**config.mk**
```make
export PLATFORM = sky130hd
export DESIGN_NAME = stream_substring_replace
export DESIGN_NICKNAME = d
export VERILOG_FILES = /design/src/rtl/core/ssr_pkg.sv /design/src/rtl/core/stream_substring_replace.sv /design/src/rtl/core/ssr_fifo.sv /design/src/rtl/core/ssr_front.sv /design/src/rtl/core/ssr_engine.sv
export SDC_FILE = /design/constraint.sdc
export NUM_CORES = 1
export LEC_CHECK = 0
export ABC_AREA = 0
export BUFFER_PORTS_ARGS = -buffer_cell sky130_fd_sc_hd__buf_4
export CORE_ASPECT_RATIO = 0.8
export CORE_MARGIN = 10
export CORE_UTILIZATION = 50
export CTS_CLUSTER_DIAMETER = 50
export DETAILED_ROUTE_END_ITERATION = 10
export PLACE_DENSITY_LB_ADDON = 0.15
export SYNTH_ARGS = -nofsm -noshare
export SYNTH_HDL_FRONTEND = slang
export SYNTH_SLANG_ARGS = --single-unit
```
**constraint.sdc**
```tcl
create_clock -name clk -period 7.6 [get_ports clk]
set_input_delay 1.52 -clock clk [delete_from_list [all_inputs] [get_ports clk]]
set_output_delay 1.52 -clock clk [all_outputs]
set_load 0.01 [all_outputs]
```
**src/rtl/core/ssr_pkg.sv**
```systemverilog
// Shared types and constants for the streaming substring replace block.
package ssr_pkg;

    // Fixed field widths
    localparam int BYTE_W      = 8;
    localparam int WORD_W      = 64;
    localparam int LEN_W       = 4;
    localparam int CFG_INDEX_W = 4;

    // Configuration register indexes
    localparam logic [CFG_INDEX_W-1:0] REG_PATTERN_BYTES     = 4'd0;
    localparam logic [CFG_INDEX_W-1:0] REG_PATTERN_LENGTH    = 4'd1;
    localparam logic [CFG_INDEX_W-1:0] REG_SUBSTITUTE_BYTES  = 4'd2;
    localparam logic [CFG_INDEX_W-1:0] REG_SUBSTITUTE_LENGTH = 4'd3;

    // One input transaction
    typedef struct packed {
        logic [BYTE_W-1:0] text_byte;
        logic              has_byte;
        logic              end_of_text;
    } item_t;

    // One result transaction
    typedef struct packed {
        logic [BYTE_W-1:0] out_byte;
        logic              last_of_run;
        logic              text_done;
    } result_t;

    // Configuration as seen by the engine
    typedef struct packed {
        logic [WORD_W-1:0] pattern_bytes;
        logic [LEN_W-1:0]  pattern_length;
        logic [WORD_W-1:0] substitute_bytes;
        logic [LEN_W-1:0]  substitute_length;
    } cfg_t;

endpackage

```
**src/rtl/core/stream_substring_replace.sv**
```systemverilog
// Top level of the streaming substring find-and-replace block.
//
// Usage: text enters one byte per transaction on the input queue (push/full);
// each transaction carries text_byte, has_byte and end_of_text. Rewritten
// bytes leave through the result queue (empty/pop), oldest first, each with
// last_of_run on the final byte caused by its input and text_done on the
// final byte of an end-of-text input. Transactions that cause no byte give
// no result at all. Configuration (pattern, substitute and their lengths)
// is written on cfg_valid/cfg_ready, always ready, between texts.
// Sequence: the engine takes a byte item, loads it into the pending buffer,
// scans the buffer against the pattern, emitting substitute or dropped bytes,
// and finishes; an item that also ends the text flushes the held bytes first,
// and an end-only item only flushes and finishes. A byte passed straight
// through goes via the input queue, the pending buffer, the staging register
// and the result queue. The input is buffered two deep, so a new item is
// accepted while the engine works. The rate is set by the engine sequencer,
// which handles one item at a time and emits at most one byte per cycle.
// Reset clears the pending count, both queues and all configuration.
// When the receiver stalls, the output queue fills, the engine holds and the
// input queue then raises full; nothing is dropped.
module stream_substring_replace #(
    parameter int MAX_PATTERN = 8,
    parameter int MAX_SUBST   = 8
) (
    input  logic                              clk,
    input  logic                              rst_n,
    // input queue
    input  logic                              push,
    output logic                              full,
    input  logic [ssr_pkg::BYTE_W-1:0]        text_byte,
    input  logic                              has_byte,
    input  logic                              end_of_text,
    // result queue
    output logic                              empty,
    input  logic                              pop,
    output logic [ssr_pkg::BYTE_W-1:0]        out_byte,
    output logic                              last_of_run,
    output logic                              text_done,
    // configuration
    input  logic                              cfg_valid,
    output logic                              cfg_ready,
    input  logic [ssr_pkg::CFG_INDEX_W-1:0]   cfg_index,
    input  logic [ssr_pkg::WORD_W-1:0]        cfg_data
);

    localparam int RES_W = $bits(ssr_pkg::result_t);

    ssr_pkg::cfg_t    cfg_reg;
    ssr_pkg::cfg_t    cfg_next;
    ssr_pkg::item_t   item_in;
    ssr_pkg::item_t   item_q;
    logic             item_valid;
    logic             item_ready;
    logic             res_push;
    ssr_pkg::result_t res_data;
    logic             res_full;
    logic [RES_W-1:0] res_rd_data;
    ssr_pkg::result_t res_out;

    assign cfg_ready = 1'b1;

    // Decode configuration writes
    always_comb
    begin
        cfg_next = cfg_reg;
        if (cfg_valid && cfg_ready)
        begin
            unique case (cfg_index)
                ssr_pkg::REG_PATTERN_BYTES:
                begin
                    cfg_next.pattern_bytes = cfg_data;
                end
                ssr_pkg::REG_PATTERN_LENGTH:
                begin
                    cfg_next.pattern_length = cfg_data[ssr_pkg::LEN_W-1:0];
                end
                ssr_pkg::REG_SUBSTITUTE_BYTES:
                begin
                    cfg_next.substitute_bytes = cfg_data;
                end
                ssr_pkg::REG_SUBSTITUTE_LENGTH:
                begin
                    cfg_next.substitute_length = cfg_data[ssr_pkg::LEN_W-1:0];
                end
                default:
                begin
                    cfg_next = cfg_reg;
                end
            endcase
        end
    end

    always_ff @(posedge clk or negedge rst_n)
    begin
        if (!rst_n)
        begin
            cfg_reg <= '0;
        end
        else
        begin
            cfg_reg <= cfg_next;
        end
    end

    // Gather the input fields into one transaction
    always_comb
    begin
        item_in.text_byte   = text_byte;
        item_in.has_byte    = has_byte;
        item_in.end_of_text = end_of_text;
    end

    ssr_front u_front (
        .clk        (clk),
        .rst_n      (rst_n),
        .push       (push),
        .full       (full),
        .item_in    (item_in),
        .item_valid (item_valid),
        .item_ready (item_ready),
        .item_out   (item_q)
    );

    ssr_engine #(
        .MAX_PATTERN (MAX_PATTERN),
        .MAX_SUBST   (MAX_SUBST)
    ) u_engine (
        .clk        (clk),
        .rst_n      (rst_n),
        .cfg        (cfg_reg),
        .item_valid (item_valid),
        .item_ready (item_ready),
        .item_in    (item_q),
        .res_push   (res_push),
        .res_data   (res_data),
        .res_full   (res_full)
    );

    ssr_fifo #(
        .WIDTH (RES_W)
    ) u_res_q (
        .clk     (clk),
        .rst_n   (rst_n),
        .wr_en   (res_push),
        .wr_data (res_data),
        .full    (res_full),
        .rd_en   (pop),
        .rd_data (res_rd_data),
        .empty   (empty)
    );

    // Present the oldest result
    assign res_out     = ssr_pkg::result_t'(res_rd_data);
    assign out_byte    = res_out.out_byte;
    assign last_of_run = res_out.last_of_run;
    assign text_done   = res_out.text_done;

endmodule

```
**src/rtl/core/ssr_fifo.sv**
```systemverilog
// Two-entry first-word-fall-through queue used on both sides of the engine.
module ssr_fifo #(
    parameter int WIDTH = 10
) (
    input  logic             clk,
    input  logic             rst_n,
    input  logic             wr_en,
    input  logic [WIDTH-1:0] wr_data,
    output logic             full,
    input  logic             rd_en,
    output logic [WIDTH-1:0] rd_data,
    output logic             empty
);

    logic [WIDTH-1:0] mem_reg [2];
    logic             wr_ptr_reg;
    logic             wr_ptr_next;
    logic             rd_ptr_reg;
    logic             rd_ptr_next;
    logic [1:0]       count_reg;
    logic [1:0]       count_next;
    logic             do_wr;
    logic             do_rd;

    assign full    = (count_reg == 2'd2);
    assign empty   = (count_reg == 2'd0);
    assign rd_data = mem_reg[rd_ptr_reg];
    assign do_wr   = wr_en && !full;
    assign do_rd   = rd_en && !empty;

    // Advance pointers and occupancy
    always_comb
    begin
        wr_ptr_next = do_wr ? ~wr_ptr_reg : wr_ptr_reg;
        rd_ptr_next = do_rd ? ~rd_ptr_reg : rd_ptr_reg;
        count_next  = count_reg + 2'(do_wr) - 2'(do_rd);
    end

    always_ff @(posedge clk or negedge rst_n)
    begin
        if (!rst_n)
        begin
            wr_ptr_reg <= 1'b0;
            rd_ptr_reg <= 1'b0;
            count_reg  <= 2'd0;
        end
        else
        begin
            wr_ptr_reg <= wr_ptr_next;
            rd_ptr_reg <= rd_ptr_next;
            count_reg  <= count_next;
        end
    end

    // Store the written entry
    always_ff @(posedge clk)
    begin
        if (do_wr)
        begin
            mem_reg[wr_ptr_reg] <= wr_data;
        end
    end

endmodule

```
**src/rtl/core/ssr_front.sv**
```systemverilog
// Front end: accepts input transactions, drops empty ones and queues the rest.
module ssr_front (
    input  logic           clk,
    input  logic           rst_n,
    input  logic           push,
    output logic           full,
    input  ssr_pkg::item_t item_in,
    output logic           item_valid,
    input  logic           item_ready,
    output ssr_pkg::item_t item_out
);

    localparam int ITEM_W = $bits(ssr_pkg::item_t);

    logic              keep;
    logic              q_empty;
    logic [ITEM_W-1:0] q_rd_data;

    // Classify: an item with neither a byte nor an end produces nothing
    assign keep = item_in.has_byte || item_in.end_of_text;

    ssr_fifo #(
        .WIDTH (ITEM_W)
    ) u_item_q (
        .clk     (clk),
        .rst_n   (rst_n),
        .wr_en   (push && keep),
        .wr_data (item_in),
        .full    (full),
        .rd_en   (item_ready),
        .rd_data (q_rd_data),
        .empty   (q_empty)
    );

    assign item_valid = !q_empty;
    assign item_out   = ssr_pkg::item_t'(q_rd_data);

endmodule

```
**src/rtl/core/ssr_engine.sv**
```systemverilog
// Back end: pending buffer, match/drop sequencer and result staging.
module ssr_engine #(
    parameter int MAX_PATTERN = 8,
    parameter int MAX_SUBST   = 8
) (
    input  logic             clk,
    input  logic             rst_n,
    input  ssr_pkg::cfg_t    cfg,
    input  logic             item_valid,
    output logic             item_ready,
    input  ssr_pkg::item_t   item_in,
    output logic             res_push,
    output ssr_pkg::result_t res_data,
    input  logic             res_full
);

    localparam int CNT_W = $clog2(MAX_PATTERN + 1);
    localparam int IDX_W = (MAX_PATTERN > 1) ? $clog2(MAX_PATTERN) : 1;
    localparam int SL_W  = (MAX_SUBST > 0) ? $clog2(MAX_SUBST + 1) : 1;

    localparam logic [2:0] S_IDLE   = 3'd0;
    localparam logic [2:0] S_LOAD   = 3'd1;
    localparam logic [2:0] S_SETTLE = 3'd2;
    localparam logic [2:0] S_SUB    = 3'd3;
    localparam logic [2:0] S_FLUSH  = 3'd4;
    localparam logic [2:0] S_FIN    = 3'd5;

    logic [2:0]                  state_reg;
    logic [2:0]                  state_next;
    logic [CNT_W-1:0]            cnt_reg;
    logic [CNT_W-1:0]            cnt_next;
    logic [ssr_pkg::BYTE_W-1:0]  buf_reg [MAX_PATTERN];
    logic [ssr_pkg::BYTE_W-1:0]  buf_next [MAX_PATTERN];
    ssr_pkg::item_t              item_reg;
    ssr_pkg::item_t              item_next;
    logic [SL_W-1:0]             sub_idx_reg;
    logic [SL_W-1:0]             sub_idx_next;
    logic [ssr_pkg::BYTE_W-1:0]  stage_reg;
    logic [ssr_pkg::BYTE_W-1:0]  stage_next;
    logic                        stage_valid_reg;
    logic                        stage_valid_next;

    logic [CNT_W-1:0]            plen;
    logic [SL_W-1:0]             slen;
    logic [MAX_PATTERN-1:0]      mism;
    logic                        is_prefix;
    logic                        match;
    logic                        drop;
    logic                        can_emit;
    logic                        emit_en;
    logic [ssr_pkg::BYTE_W-1:0]  emit_byte;
    logic [ssr_pkg::WORD_W-1:0]  sub_shifted;
    logic [2:0]                  after_settle;
    logic                        sub_last;

    // Clamp configured lengths to the supported sizes
    assign plen = (cfg.pattern_length > ssr_pkg::LEN_W'(MAX_PATTERN))
                  ? CNT_W'(MAX_PATTERN) : cfg.pattern_length[CNT_W-1:0];
    assign slen = (cfg.substitute_length > ssr_pkg::LEN_W'(MAX_SUBST))
                  ? SL_W'(MAX_SUBST) : cfg.substitute_length[SL_W-1:0];

    // Compare held bytes against the pattern head
    always_comb
    begin
        for (int i = 0; i < MAX_PATTERN; i++)
        begin
            mism[i] = (CNT_W'(i) < cnt_reg) &&
                      (buf_reg[i] != cfg.pattern_bytes[i*ssr_pkg::BYTE_W +: ssr_pkg::BYTE_W]);
        end
    end

    assign is_prefix    = ~|mism;
    assign match        = (plen != '0) && (cnt_reg == plen) && is_prefix;
    assign drop         = (cnt_reg >= plen) || !is_prefix;
    assign can_emit     = !stage_valid_reg || !res_full;
    assign item_ready   = (state_reg == S_IDLE);
    assign sub_shifted  = cfg.substitute_bytes >> {sub_idx_reg, 3'b000};
    assign sub_last     = (sub_idx_reg == slen - SL_W'(1));
    assign after_settle = item_reg.end_of_text ? S_FLUSH : S_FIN;

    // Sequence one item: load, settle, substitute, flush, finish
    always_comb
    begin
        state_next       = state_reg;
        cnt_next         = cnt_reg;
        buf_next         = buf_reg;
        item_next        = item_reg;
        sub_idx_next     = sub_idx_reg;
        stage_next       = stage_reg;
        stage_valid_next = stage_valid_reg;
        emit_en          = 1'b0;
        emit_byte        = buf_reg[0];
        res_push         = 1'b0;
        res_data         = '0;

        unique case (state_reg)
            S_IDLE:
            begin
                if (item_valid)
                begin
                    item_next = item_in;
                    if (item_in.has_byte)
                    begin
                        state_next = S_LOAD;
                    end
                    else if (item_in.end_of_text)
                    begin
                        state_next = S_FLUSH;
                    end
                    else
                    begin
                        state_next = S_FIN;
                    end
                end
            end
            S_LOAD:
            begin
                if (cnt_reg == CNT_W'(MAX_PATTERN))
                begin
                    // Full buffer: emit the oldest byte to make room
                    if (can_emit)
                    begin
                        emit_en = 1'b1;
                        for (int i = 0; i < MAX_PATTERN - 1; i++)
                        begin
                            buf_next[i] = buf_reg[i+1];
                        end
                        buf_next[MAX_PATTERN-1] = item_reg.text_byte;
                        state_next = S_SETTLE;
                    end
                end
                else
                begin
                    buf_next[cnt_reg[IDX_W-1:0]] = item_reg.text_byte;
                    cnt_next   = cnt_reg + CNT_W'(1);
                    state_next = S_SETTLE;
                end
            end
            S_SETTLE:
            begin
                priority if (cnt_reg == '0)
                begin
                    state_next = after_settle;
                end
                else if (match)
                begin
                    if (slen == '0)
                    begin
                        cnt_next   = '0;
                        state_next = after_settle;
                    end
                    else
                    begin
                        sub_idx_next = '0;
                        state_next   = S_SUB;
                    end
                end
                else if (drop)
                begin
                    if (can_emit)
                    begin
                        emit_en = 1'b1;
                        for (int i = 0; i < MAX_PATTERN - 1; i++)
                        begin
                            buf_next[i] = buf_reg[i+1];
                        end
                        cnt_next = cnt_reg - CNT_W'(1);
                    end
                end
                else
                begin
                    state_next = after_settle;
                end
            end
            S_SUB:
            begin
                if (can_emit)
                begin
                    emit_en   = 1'b1;
                    emit_byte = sub_shifted[ssr_pkg::BYTE_W-1:0];
                    if (sub_last)
                    begin
                        cnt_next   = '0;
                        state_next = after_settle;
                    end
                    else
                    begin
                        sub_idx_next = sub_idx_reg + SL_W'(1);
                    end
                end
            end
            S_FLUSH:
            begin
                if (cnt_reg == '0)
                begin
                    state_next = S_FIN;
                end
                else if (can_emit)
                begin
                    emit_en = 1'b1;
                    for (int i = 0; i < MAX_PATTERN - 1; i++)
                    begin
                        buf_next[i] = buf_reg[i+1];
                    end
                    cnt_next = cnt_reg - CNT_W'(1);
                end
            end
            S_FIN:
            begin
                // Release the staged byte as the last of this run
                if (!stage_valid_reg)
                begin
                    state_next = S_IDLE;
                end
                else if (!res_full)
                begin
                    res_push             = 1'b1;
                    res_data.out_byte    = stage_reg;
                    res_data.last_of_run = 1'b1;
                    res_data.text_done   = item_reg.end_of_text;
                    stage_valid_next     = 1'b0;
                    state_next           = S_IDLE;
                end
            end
            default:
            begin
                state_next = S_IDLE;
            end
        endcase

        // Stage each emitted byte so the last of a run can be marked
        if (emit_en)
        begin
            if (stage_valid_reg)
            begin
                res_push             = 1'b1;
                res_data.out_byte    = stage_reg;
                res_data.last_of_run = 1'b0;
                res_data.text_done   = 1'b0;
            end
            stage_next       = emit_byte;
            stage_valid_next = 1'b1;
        end
    end

    always_ff @(posedge clk or negedge rst_n)
    begin
        if (!rst_n)
        begin
            state_reg       <= S_IDLE;
            cnt_reg         <= '0;
            stage_valid_reg <= 1'b0;
            sub_idx_reg     <= '0;
        end
        else
        begin
            state_reg       <= state_next;
            cnt_reg         <= cnt_next;
            stage_valid_reg <= stage_valid_next;
            sub_idx_reg     <= sub_idx_next;
        end
    end

    // Payload registers
    always_ff @(posedge clk)
    begin
        buf_reg   <= buf_next;
        item_reg  <= item_next;
        stage_reg <= stage_next;
    end

    // Held byte count never exceeds the buffer depth
    assert property (@(posedge clk) disable iff (!rst_n)
        cnt_reg <= CNT_W'(MAX_PATTERN))
        else $error("pending count beyond buffer depth");

    // Never push a result into a full output queue
    assert property (@(posedge clk) disable iff (!rst_n)
        res_push |-> !res_full)
        else $error("result pushed while output queue full");

    // Finishing a run leaves nothing staged
    assert property (@(posedge clk) disable iff (!rst_n)
        (state_reg == S_FIN && !res_full) |=> (!stage_valid_reg && state_reg == S_IDLE))
        else $error("staged byte survived end of run");

    // A completed substitution empties the pending buffer
    assert property (@(posedge clk) disable iff (!rst_n)
        (state_reg == S_SUB && can_emit && sub_last) |=> (cnt_reg == '0))
        else $error("pending bytes left after substitution");

    // Items are taken only while idle
    assert property (@(posedge clk) disable iff (!rst_n)
        (state_reg != S_IDLE) |=> ($stable(item_reg) || $past(state_reg) == S_IDLE))
        else $error("item register changed mid-sequence");

endmodule

```
After elaboration in Yosys (flattened, before gate mapping)
Memories as Yosys holds them, arrays and structs flattened.
Cells that the tools add are included.
Widths: inputs -> output; s select.
Storage, ports and cells
  bits in latches: 0
  register bits after elaboration: 237
  memories: 2
  word-level logic and storage cells: 213
  memory bits (read-only): 0
  RAM bits: 40
Cells by class
  order comparisons: 13
  muxes and demuxes: 72
  multiply operators: 0
  shift-type cells: 1
  add/subtract/negate cells: 8
  reductions and logical operators: 47
  divide/modulo/power cells: 0
  bitwise operators: 6
  equal/unequal tests: 39
Memory list
  u_front.u_item_q.mem_reg: words 2, bits a word 10, read ports 1, clocked after memory_dff 0, write ports 1, line ssr_fifo.sv:15  | logic [WIDTH-1:0] mem_reg [2];
  u_res_q.mem_reg: words 2, bits a word 10, read ports 1, clocked after memory_dff 0, write ports 1, line ssr_fifo.sv:15
Operator list (number)
  $mux 56: 5
  $pmux 56 s3: 1
  $mux 64: 2
  $bwmux 64: 1
  $mux 4: 16
  $ne 8x8->1: 8
  $shr 64x7->8: 1
  $mux 10: 5
  $mux 3: 13
  $demux 8 s3: 1
  $mux 8: 3
  $mux 1: 21
  $pmux 3 s6: 1
  $logic_and 1x1->1: 16
  $lt 3x4->1 const A: 4
  $pmux 4 s4: 1
  $ne 2x2->1 const B: 7
  $logic_not 4->1: 3
  $ne 2x1->1 const B: 6
  $reduce_and 2->1: 6
  $reduce_and 6->1: 2
  $add 4x1->4 const B: 2
  $eq 4x2->1 const B: 2
  $eq 4x4->1: 2
  other kinds (33): 57

Depth between registers and ports, before layout
Gate-level depths: netlist (run 1).
  depth after elaboration: 12
  mapped depth: 14
  mapped depth without buffers: 13

Hierarchy
A second synthesis (run 1) with hierarchy kept.
Unflattened totals
  cell total of the unflattened synthesis: 1043
  area total of the unflattened synthesis: 13679.4 um2
Modules (own cells, without submodules)
  ssr_engine: area an instance 6172.2 um2, instances 1, cells each 650
  stream_substring_replace: area an instance 5646.7 um2, instances 1, cells each 293
  ssr_fifo: area an instance 924.6 um2, instances 2, cells each 49
  ssr_front: area an instance 11.3 um2, instances 1, cells each 2

Worst setup path before layout (run 1)
OpenSTA, ideal clock, no wires.
  path type: reg-to-reg
  start: register u_engine.cnt_reg[0]
  end: memory u_res_q.mem_reg[0][0] (enable)
  path buffers: 1
  data required time: 7224 ps
  data arrival time: 3138 ps
  cell stages (with the launch flop): 12
  slack: 4086 ps
  period minus slack after synthesis: 3514 ps
  path through: dfrtp_1 > inv_1 > ha_1 > nand2b_1 > nor2_1 > o21ai_0 > a21oi_1 > a21oi_1 > a311oi_1 > a21oi_1 > buf_4 > nor2_1
Between the ends
  cells in the longest elaborated chain, start to end: 12
  elaborated cells on any way between the ends: 35
RTL lines
  start: declaration: line ssr_engine.sv:30  | logic [CNT_W-1:0] cnt_reg;
  start signal: assignment: line ssr_engine.sv:258  | cnt_reg <= cnt_next;
  $lt 1x4->1, or another cell as far along: line ssr_engine.sv:67  | mism[i] = (CNT_W'(i) < cnt_reg) &&
  $logic_and 1x1->1: line ssr_engine.sv:67
  $reduce_or 8->1: line ssr_engine.sv:72  | assign is_prefix = ~|mism;
  $logic_or 1x1->1 or $logic_not 1->1 (tied branches): line ssr_engine.sv:74, ssr_engine.sv:72
  $mux 1 or $logic_and 1x1->1 (tied branches): line ssr_engine.sv:158, ssr_engine.sv:73
  $mux 1: line ssr_engine.sv:145  | else if (match)
  $mux 1: line ssr_engine.sv:141  | priority if (cnt_reg == '0)
  $pmux 1 s4 *: line ssr_engine.sv:96  | unique case (state_reg)
  $mux 1 *: line ssr_engine.sv:232  | if (emit_en)
  $logic_and 1x1->1 *: line ssr_fifo.sv:28  | assign do_wr = wr_en && !full;
  $mux 1 *: line ssr_fifo.sv:58  | if (do_wr)
  $mux 1 (not written as such) *: line ssr_fifo.sv:60  | mem_reg[wr_ptr_reg] <= wr_data;
  end: declaration: line ssr_fifo.sv:15
Every way passes the cells marked *; elsewhere a longest branch is shown, timed or not.

Worst setup path after layout (run 1)
  start: register u_engine.cnt_reg[0]
  end: memory u_res_q.mem_reg[0][3] (enable)
Same word-level chain as after synthesis.

==> summary.txt, run 1 <==
Power
  – Max rail drop VDD: ~0.0002 V
  – Internal power: 3.961 mW
  – Comb power frac: 0.299
  – Switch Pwr: between 2 and 2.5 mW
  – PwrDens: approximately 400 nW/um2
  – Lkg Pwr: 6.096 nW
  – Sw frac: 0.3429
  – Share of power burned in registers: 0.430
  – Clk network pwr share: 0.271

Job
  – Max cap viols: 0

Floorplanning
  – IO Count: 96
  – Initial Utilization: 0.5084
  – Die height: 163.7 um
  – Die X: between 150 and 200 um
  – Core ar.: 25,370 um2
  – FP Rows: between 50 and 60
  – Die area: 32,660 um2

Detailed routing
  – Drt wl/cell: 21.28 um
  – Vias/cell: 5.589
  – Pre-Repair DR Iteration Count: 4
  – DRC Markers: 0
  – Post-Route WL: 30,940 um
  – ANT nets after route: 0
  – DR iter-0 viols: 541
  – Via count: between 8,000 and 9,000

STA
  – Tcrit/Tclk final: 0.5356
  – Final setup violation count: 0
  – Final hold violation count: 0
  – Clock skew: 0.02278 ns
  – RSZ-0062 raised after global routing: false
  – Max-slew violation count: 0
  – Slew of the pin with the lowest slew margin: 1.183 ns
  – Max_slew headroom: 0.2050
  – Final min period: 4.071 ns
  – TNS Setup: 0 ns
  – FMAX: approximately 250 MHz

CTS
  – CTS hold repair buffers: 0
  – TritonCTS Buffers: 34
  – Clock sinks: 277
  – Number of H-tree levels: 2
  – CTS max path bufs: 3
  – Post-CTS Setup Inserts: 0
  – Clock root buffer: clkbuf_16
  – Post-CTS sizing: 0
  – CTS tree: built
  – Worst-skew pair later-pin latency: 0.51 ns
  – Clock-pin slew on the worst setup and hold paths: ~0.06 ns

Critical path
  – Worst endpoint required time: 7.75 ns
  – Worst setup SP type: flip-flop
  – Worst R2R Start: u_engine.cnt_reg[0]$_DFFE_PN0P_
  – Worst setup EP type: flip-flop
  – Reg2Reg Setup Slack: ~3.5 ns
  – End of the worst register-to-register path: u_res_q.mem_reg[0][3]$_DFFE_PP_
  – WP data arrival: 4.22 ns
  – WS Path Type: reg2reg
  – Critical Path Fanout Max: 12
  – Reg2Reg Depth: 11

Cells and area
  – Register area: 7537 um2
  – Layout cells sized above 1: 0.2982
  – Max reg flops: 136
  – Area Growth Syn to Fin: 16.33%
  – Final #Nets: 1,201
  – Design Area, Final: 15,010 um2
  – N_diodes: 0
  – Fill cell count: 2,068
  – Multi-input gate area: 5095 um2

Run status
  – Status: completed

Synthesis
  – Main combinational cell family by area after synthesis: multiplexers
  – Cells after synthesis: between 1,000 and 1,500
  – Simple-gate share of the synthesized area: 0.09370
  – EDFF count, synth: 121
  – Syn_area_per_cell: 12.63 um2
  – FFs w/ async S/R, synth: 0.5632
  – Distinct cell type count after synthesis: 54
  – Cell with the most instances after synthesis: mux2_2
  – Syn. warnings: 0
  – Synth cell count leaders: 157 x mux2_2, 156 x dfrtp_1, 145 x nand2_1
  – Synth area leader: dfrtp_1
  – Synth Register Bits: 277
  – Top FF cell, synth: dfrtp_1
  – Yosys top cell area share: 0.3026
  – Post-synthesis xor/xnor area fraction: 0.05160
  – Synthesized area: 12,900 um2
  – Post-synthesis adder-cell area fraction: 0.01358
  – Post-synthesis sequential area ratio: 0.5843
  – Top cells by area, synth: dfrtp_1 30%, edfxtp_1 28%, mux2_2 14%
  – Post-synthesis mux area share: 0.1727
  – Synth Net Count: 1,118
  – Compound-cell area share of the yosys netlist: 0.06227

Global route
  – Total Routing Usage GR: 0.1892
  – Largest net degree at the start of global routing: 85
  – Global-route wire length before repair: 47,420 um
  – Grt ovf: 0
  – Antenna violations before repair: 0
  – Number of global-route vias before repair: 8,324

Place
  – PortBufs: 94
  – HPWL after DPL: 22,010 um
  – Placer congestion estimate: about 0.86
  – Placed inst area: 13,860 um2

Hold path
  – Worst min path class: reg2reg
  – Worst hold path stage count: 1
  – Hold endpoint: u_res_q.wr_ptr_reg$_DFFE_PN0N_
  – Hold wc startpoint: u_res_q.wr_ptr_reg$_DFFE_PN0N_
[power by group through the flow]
| stage | clock network, mW | registers (mW) | logic (mW) |
|---|---|---|---|
| final | 1.63 | 2.59 | 1.80 |
| after detailed placement | 0 | 2.62 | 1.80 |
| after floorplan | 0 | 2.39 | 1.42 |
| after global placement | 0 | 2.61 | 1.77 |
| after CTS | 1.66 | 2.60 | 1.81 |
| after global routing | 1.73 | 2.65 | 2.00 |
[layout by cell type (no fill, tap or decap), types with 14 or more instances in the layout]
cell and count:
a21oi_1 20, buf_4 101, clkbuf_16 37, dfrtp_1 156, edfxtp_1 121, ha_1 14, mux2_2 157, mux4_2 16
nand2_1 143, nor2_1 36, nor2b_1 15, nor4_1 17, o21ai_0 72, xor2_1 66
[cell type report]
class | count | share of cell area
repair buffers | 102 | 0.05128
clock buffers | 46 | 0.06595
multi-input cells | 675 | 0.3395
inverters | 14 | 0.003502
well taps | 324 | 0.02701
flip-flops and latches | 277 | 0.5023
clock inverters | 16 | 0.01051
[routing by layer]
layer,vias up,part of all wire,track usage,wire length [um]
li1,3835,-,-,-
met1,4036,0.46,0.2628,14140
met2,209,0.46,0.3015,14270
met3,46,0.063,0.03599,1952
met4,0,0.019,0.04397,578
met5,-,0,0,0
[worst max-delay path by stage]
stage | from | to | slack (ns)
finish | u_engine.cnt_reg[0]$_DFFE_PN0P_ | u_res_q.mem_reg[0][3]$_DFFE_PP_ | 3.53
global route | u_engine.cnt_reg[1]$_DFFE_PN0P_ | u_res_q.mem_reg[0][3]$_DFFE_PP_ | 3.09
CTS | u_engine.cnt_reg[0]$_DFFE_PN0P_ | u_res_q.mem_reg[0][3]$_DFFE_PP_ | 3.46
detailed placement | u_engine.cnt_reg[0]$_DFFE_PN0P_ | u_res_q.mem_reg[0][5]$_DFFE_PP_ | 3.46
global placement | u_engine.cnt_reg[1]$_DFFE_PN0P_ | u_res_q.mem_reg[0][2]$_DFFE_PP_ | 3.66
floorplan | u_engine.cnt_reg[0]$_DFFE_PN0P_ | u_res_q.mem_reg[0][0]$_DFFE_PP_ | 4.09
[cells by family (layout without fill, tap and decap cells)]
kind of cell | Yosys count | count (layout)
AO/OA/AOI/OAI | 135 | 135
XOR/XNOR | 76 | 76
adder cells (fa/ha/maj) | 14 | 14
buffers and inverters | 69 | 178
flip-flops | 277 | 277
multiplexers | 183 | 183
other | 1 | 1
AND/OR/NAND/NOR | 266 | 266
[worst max-delay path: stages (launching register included)]
cell and delay, ns:
dfrtp_1 0.47, inv_1 0.20, ha_1 0.24, inv_1 0.08
nor3_1 0.31, a21oi_1 0.13, or4_4 0.61, nor3_2 0.24
a311oi_1 0.12, buf_4 0.20, a21oi_1 0.69, nor2_1 0.42
[stage by stage]
step	hold WS, ns	total power [mW]	cells	setup WS, ns	util
2_1_floorplan	0.4606	3.806	1021	4.086	-
3_3_place_gp	0.4751	4.378	1392	3.659	0.5462
3_5_place_dp	0.4772	4.421	1392	3.460	0.5462
4_1_cts	0.4891	6.071	1454	3.460	0.5914
5_1_grt	0.5175	6.379	1454	3.090	0.5914
6_report	0.4881	6.029	1454	3.529	0.5914
Note: power is estimated with default switching activity, not from simulation.
==> run 2, diff against run 1 <==
--- a/config.mk
+++ b/config.mk
@@ -5,7 +5,7 @@
 export SDC_FILE = /design/constraint.sdc
 export NUM_CORES = 1
 export LEC_CHECK = 0
-export ABC_AREA = 0
+export ABC_AREA = 1
 export BUFFER_PORTS_ARGS = -buffer_cell sky130_fd_sc_hd__buf_4
 export CORE_ASPECT_RATIO = 0.8
 export CORE_MARGIN = 10
==> constraint.sdc (replaced) <==
create_clock -name clk -period 3.7 [get_ports clk]
set_input_delay 0.74 -clock clk [delete_from_list [all_inputs] [get_ports clk]]
set_output_delay 0.74 -clock clk [all_outputs]
set_load 0.01 [all_outputs]
==> run 2 against run 1 <==
Net effect:
- synthesized cell count is 38% higher
- critical path type unchanged
- final cell count is 29% higher
- flip-flop and latch count stayed put
- critical endpoint is now u_engine.buf_reg[60]$_DFFE_PP_
- clock power is 85% higher
- synthesized area is 3.1% higher
- total power is 100% higher
==> summary.txt, run 2 <==
Place
  – HPWL after DPL: 24,930 um
  – Worst slack, placed: 0.5853 ns
  – Placer congestion estimate: 0.9273
  – PortBufs: 94

STA
  – Max_slew headroom: 0.3899
  – RSZ-0062 raised after global routing: false
  – Tcrit/Tclk final: 0.8588
  – Clock skew: ~0.023 ns
  – Max-slew violation count: 0
  – FMAX: around 310 MHz
  – Slew of the pin with the lowest slew margin: 0.9118 ns
  – Post-route setup slack: around 0.52 ns
  – Final min period: 3.178 ns
  – TNS Setup: 0 ns
  – Final hold violation count: 0
  – Final setup violation count: 0

Power
  – Max rail drop VDD: 0.0004178 V
  – Internal power: about 7.7 mW
  – Comb power frac: 0.331
  – PwrDens: 796.7 nW/um2
  – Share of power burned in registers: 0.422
  – Lkg Pwr: between 6 and 7 nW
  – Switch Pwr: 4.556 mW
  – Sw frac: 0.3725
  – Clk network pwr share: 0.247

Critical path
  – Reg2Reg Setup Slack: 0.52 ns
  – Worst endpoint required time: a little under 4 ns
  – Worst setup SP type: flip-flop
  – Critical Path Max Stage Delay: roughly 0.7 ns
  – CP delay by family, top: compound AO/OA/AOI/OAI gates
  – Worst setup EP type: flip-flop
  – Critical Path Fanout Max: 9
  – WS Path Type: reg2reg
  – Bufs and invs on worst path: 4
  – WP data arrival: 3.37 ns
  – CP Cell Sequence: inv_1 -> ha_1 -> inv_1 -> nor2_8 -> inv_2 -> nand2_1 -> nand2_1 -> nor2_4 -> o211ai_2 -> inv_1 -> nand2_1 -> nand4_2 -> a21oi_1
  – Crit-path slowest cell: a21oi_1

Cells and area
  – Area Growth Syn to Fin: 15.41%
  – Commonest non-fill, non-tap cell in the layout: nand2_1
  – Most frequent cells in the layout: 381 x nand2_1, 171 x o21ai_0, 156 x dfrtp_1, 132 x inv_1, 121 x edfxtp_1
  – Final #Nets: 1,587
  – Max reg flops: 136
  – Layout cells sized above 1: 0.1427
  – Fill cell count: 2,302
  – N_diodes: 0

Floorplanning
  – Initial Utilization: 0.5065
  – Die X: 202.4 um
  – FP Rows: 53
  – IO Count: 96
  – Die area: 33,570 um2
  – Die height: 165.9 um
  – Core ar.: roughly 26,000 um2

Synthesis
  – Main combinational cell family by area after synthesis: simple AND/OR/NAND/NOR gates
  – Post-synthesis xor/xnor area fraction: 0.04741
  – Synth Register Bits: 277
  – Cells after synthesis: 1,408
  – Synthesized area: approximately 13,000 um2
  – Post-synthesis adder-cell area fraction: 0.01317
  – Simple-gate share of the synthesized area: 0.1766
  – Distinct cell type count after synthesis: 53
  – Top FF cell, synth: dfrtp_1
  – Top cells by area, synth: dfrtp_1 29%, edfxtp_1 27%, nand2_1 11%
  – EDFF count, synth: ~120
  – Syn_area_per_cell: ~9.4 um2
  – Yosys top cell area share: 0.2935
  – Cell with the most instances after synthesis: nand2_1
  – Syn. warnings: 0
  – FFs w/ async S/R, synth: 0.5632
  – Synth cell count leaders: 381 x nand2_1, 171 x o21ai_0, 156 x dfrtp_1
  – Synth area leader: dfrtp_1
  – Post-synthesis mux area share: 0.01439
  – Synth Net Count: 1,505
  – Post-synthesis sequential area ratio: 0.5666
  – Compound-cell area share of the yosys netlist: 0.1170

Detailed routing
  – Drt wl/cell: 18.04 um
  – DR iter-0 viols: 795
  – Via count: approximately 9,800
  – ANT nets after route: 0
  – Pre-Repair DR Iteration Count: 5
  – Vias/cell: ~5.3
  – Post-Route WL: 33,750 um
  – DRC Markers: 0

CTS
  – Post-CTS sizing: 0
  – Clock sinks: 277
  – Number of H-tree levels: 1
  – Clock-pin slew on the worst setup and hold paths: around 0.06 ns
  – Worst-skew pair later-pin latency: around 0.57 ns
  – Clock root buffer: clkbuf_16
  – Post-CTS Setup Inserts: 0
  – TritonCTS Buffers: 31
  – CTS hold repair buffers: 0
  – CTS tree: built
  – CTS max path bufs: 3

Run status
  – Status: completed

Global route
  – Number of global-route vias before repair: 9,451
  – Grt ovf: 0
  – Antenna violations before repair: 0
  – Total Routing Usage GR: 0.1984
  – Largest net degree at the start of global routing: between 80 and 90
  – Global-route wire length before repair: 53,320 um

Job
  – Max cap viols: 0

Hold path
  – Worst min path class: in2async
[run 2: cell count changes in the layout (fill, tap and decap cells not counted), sizes merged, moves of 23 or more]
cell	delta
nand2	+244
mux2	-148
nor2	+64
nand3	+44
o21ai	+107
xor2	-52
inv	+122
o31ai	+23
xnor2	+48
[run 2: power by group through the flow]
stage | Clock (mW) | Combinational [mW] | Sequential [mW]
after detailed placement | 0 | 4.06 | 5.19
after floorplan | 0 | 3.17 | 4.85
after global placement | 0 | 3.98 | 5.19
final | 3.02 | 4.05 | 5.16
after CTS | 3.08 | 4.07 | 5.15
after global routing | 3.21 | 4.57 | 5.25
[run 2: layout make-up]
class	count	area (um2)	area share
timing repair buffer	112	882.1	0.05746
clock inverter	13	137.6	0.008966
tap	357	446.7	0.02910
multi-input combinational	922	4931	0.3212
inverter	146	551.8	0.03594
sequential	277	7537	0.4910
clock buffer	44	864.6	0.05632
[run 2: final timing paths]
kind | depth (start not counted) | from | endpoint
setup / recovery | 13 | u_engine.cnt_reg[0]$_DFFE_PN0P_ | u_engine.buf_reg[60]$_DFFE_PP_
min in group clk | 1 | text_byte[7] | u_front.u_item_q.mem_reg[1][9]$_DFFE_PP_
hold reg to reg | 2 | cfg_reg[25]$_DFFE_PN0P_ | cfg_reg[25]$_DFFE_PN0P_
hold / removal | 1 | rst_n | cfg_reg[98]$_DFFE_PN0P_
setup reg to reg | 13 | u_engine.cnt_reg[0]$_DFFE_PN0P_ | u_engine.buf_reg[60]$_DFFE_PP_
max in group asynchronous | 2 | rst_n | cfg_reg[62]$_DFFE_PN0P_
[run 2: stage by stage]
stage,utilization,cell area (um2),cells,hold slack (ns),power (mW)
after global routing,0.5846,15350,1871,0.07736,13.02
after global placement,0.5464,14350,1814,0.4641,9.170
after floorplan,-,13300,1408,0.4444,8.023
after CTS,0.5846,15350,1871,0.05955,12.30
after detailed placement,0.5464,14350,1814,0.4676,9.249
final,0.5846,15350,1871,0.06219,12.23
[run 2: cell families after synthesis]
group | after synthesis
simple gates | 560
flops | 277
compound gates | 257
buf+inv | 209
xor+xnor | 72
mux | 18
fa+ha+maj | 14
other cells | 1
[run 2: worst reg2reg max path: stages (launching register included)]
cell and delay, ns:
dfrtp_1 0.52, inv_1 0.22, ha_1 0.30, inv_1 0.22, nor2_8 0.08, inv_2 0.05
nand2_1 0.04, nand2_1 0.10, nor2_4 0.05, o211ai_2 0.07, inv_1 0.11, nand2_1 0.08
nand4_2 0.27, a21oi_1 0.70
[run 2: metal layers]
layer	vias up	routed length, um	track usage
li1	4806	-	-
met1	4654	15920	0.2892
met2	317	14710	0.2923
met3	46	2488	0.04679
met4	0	629	0.04663
met5	-	0	0
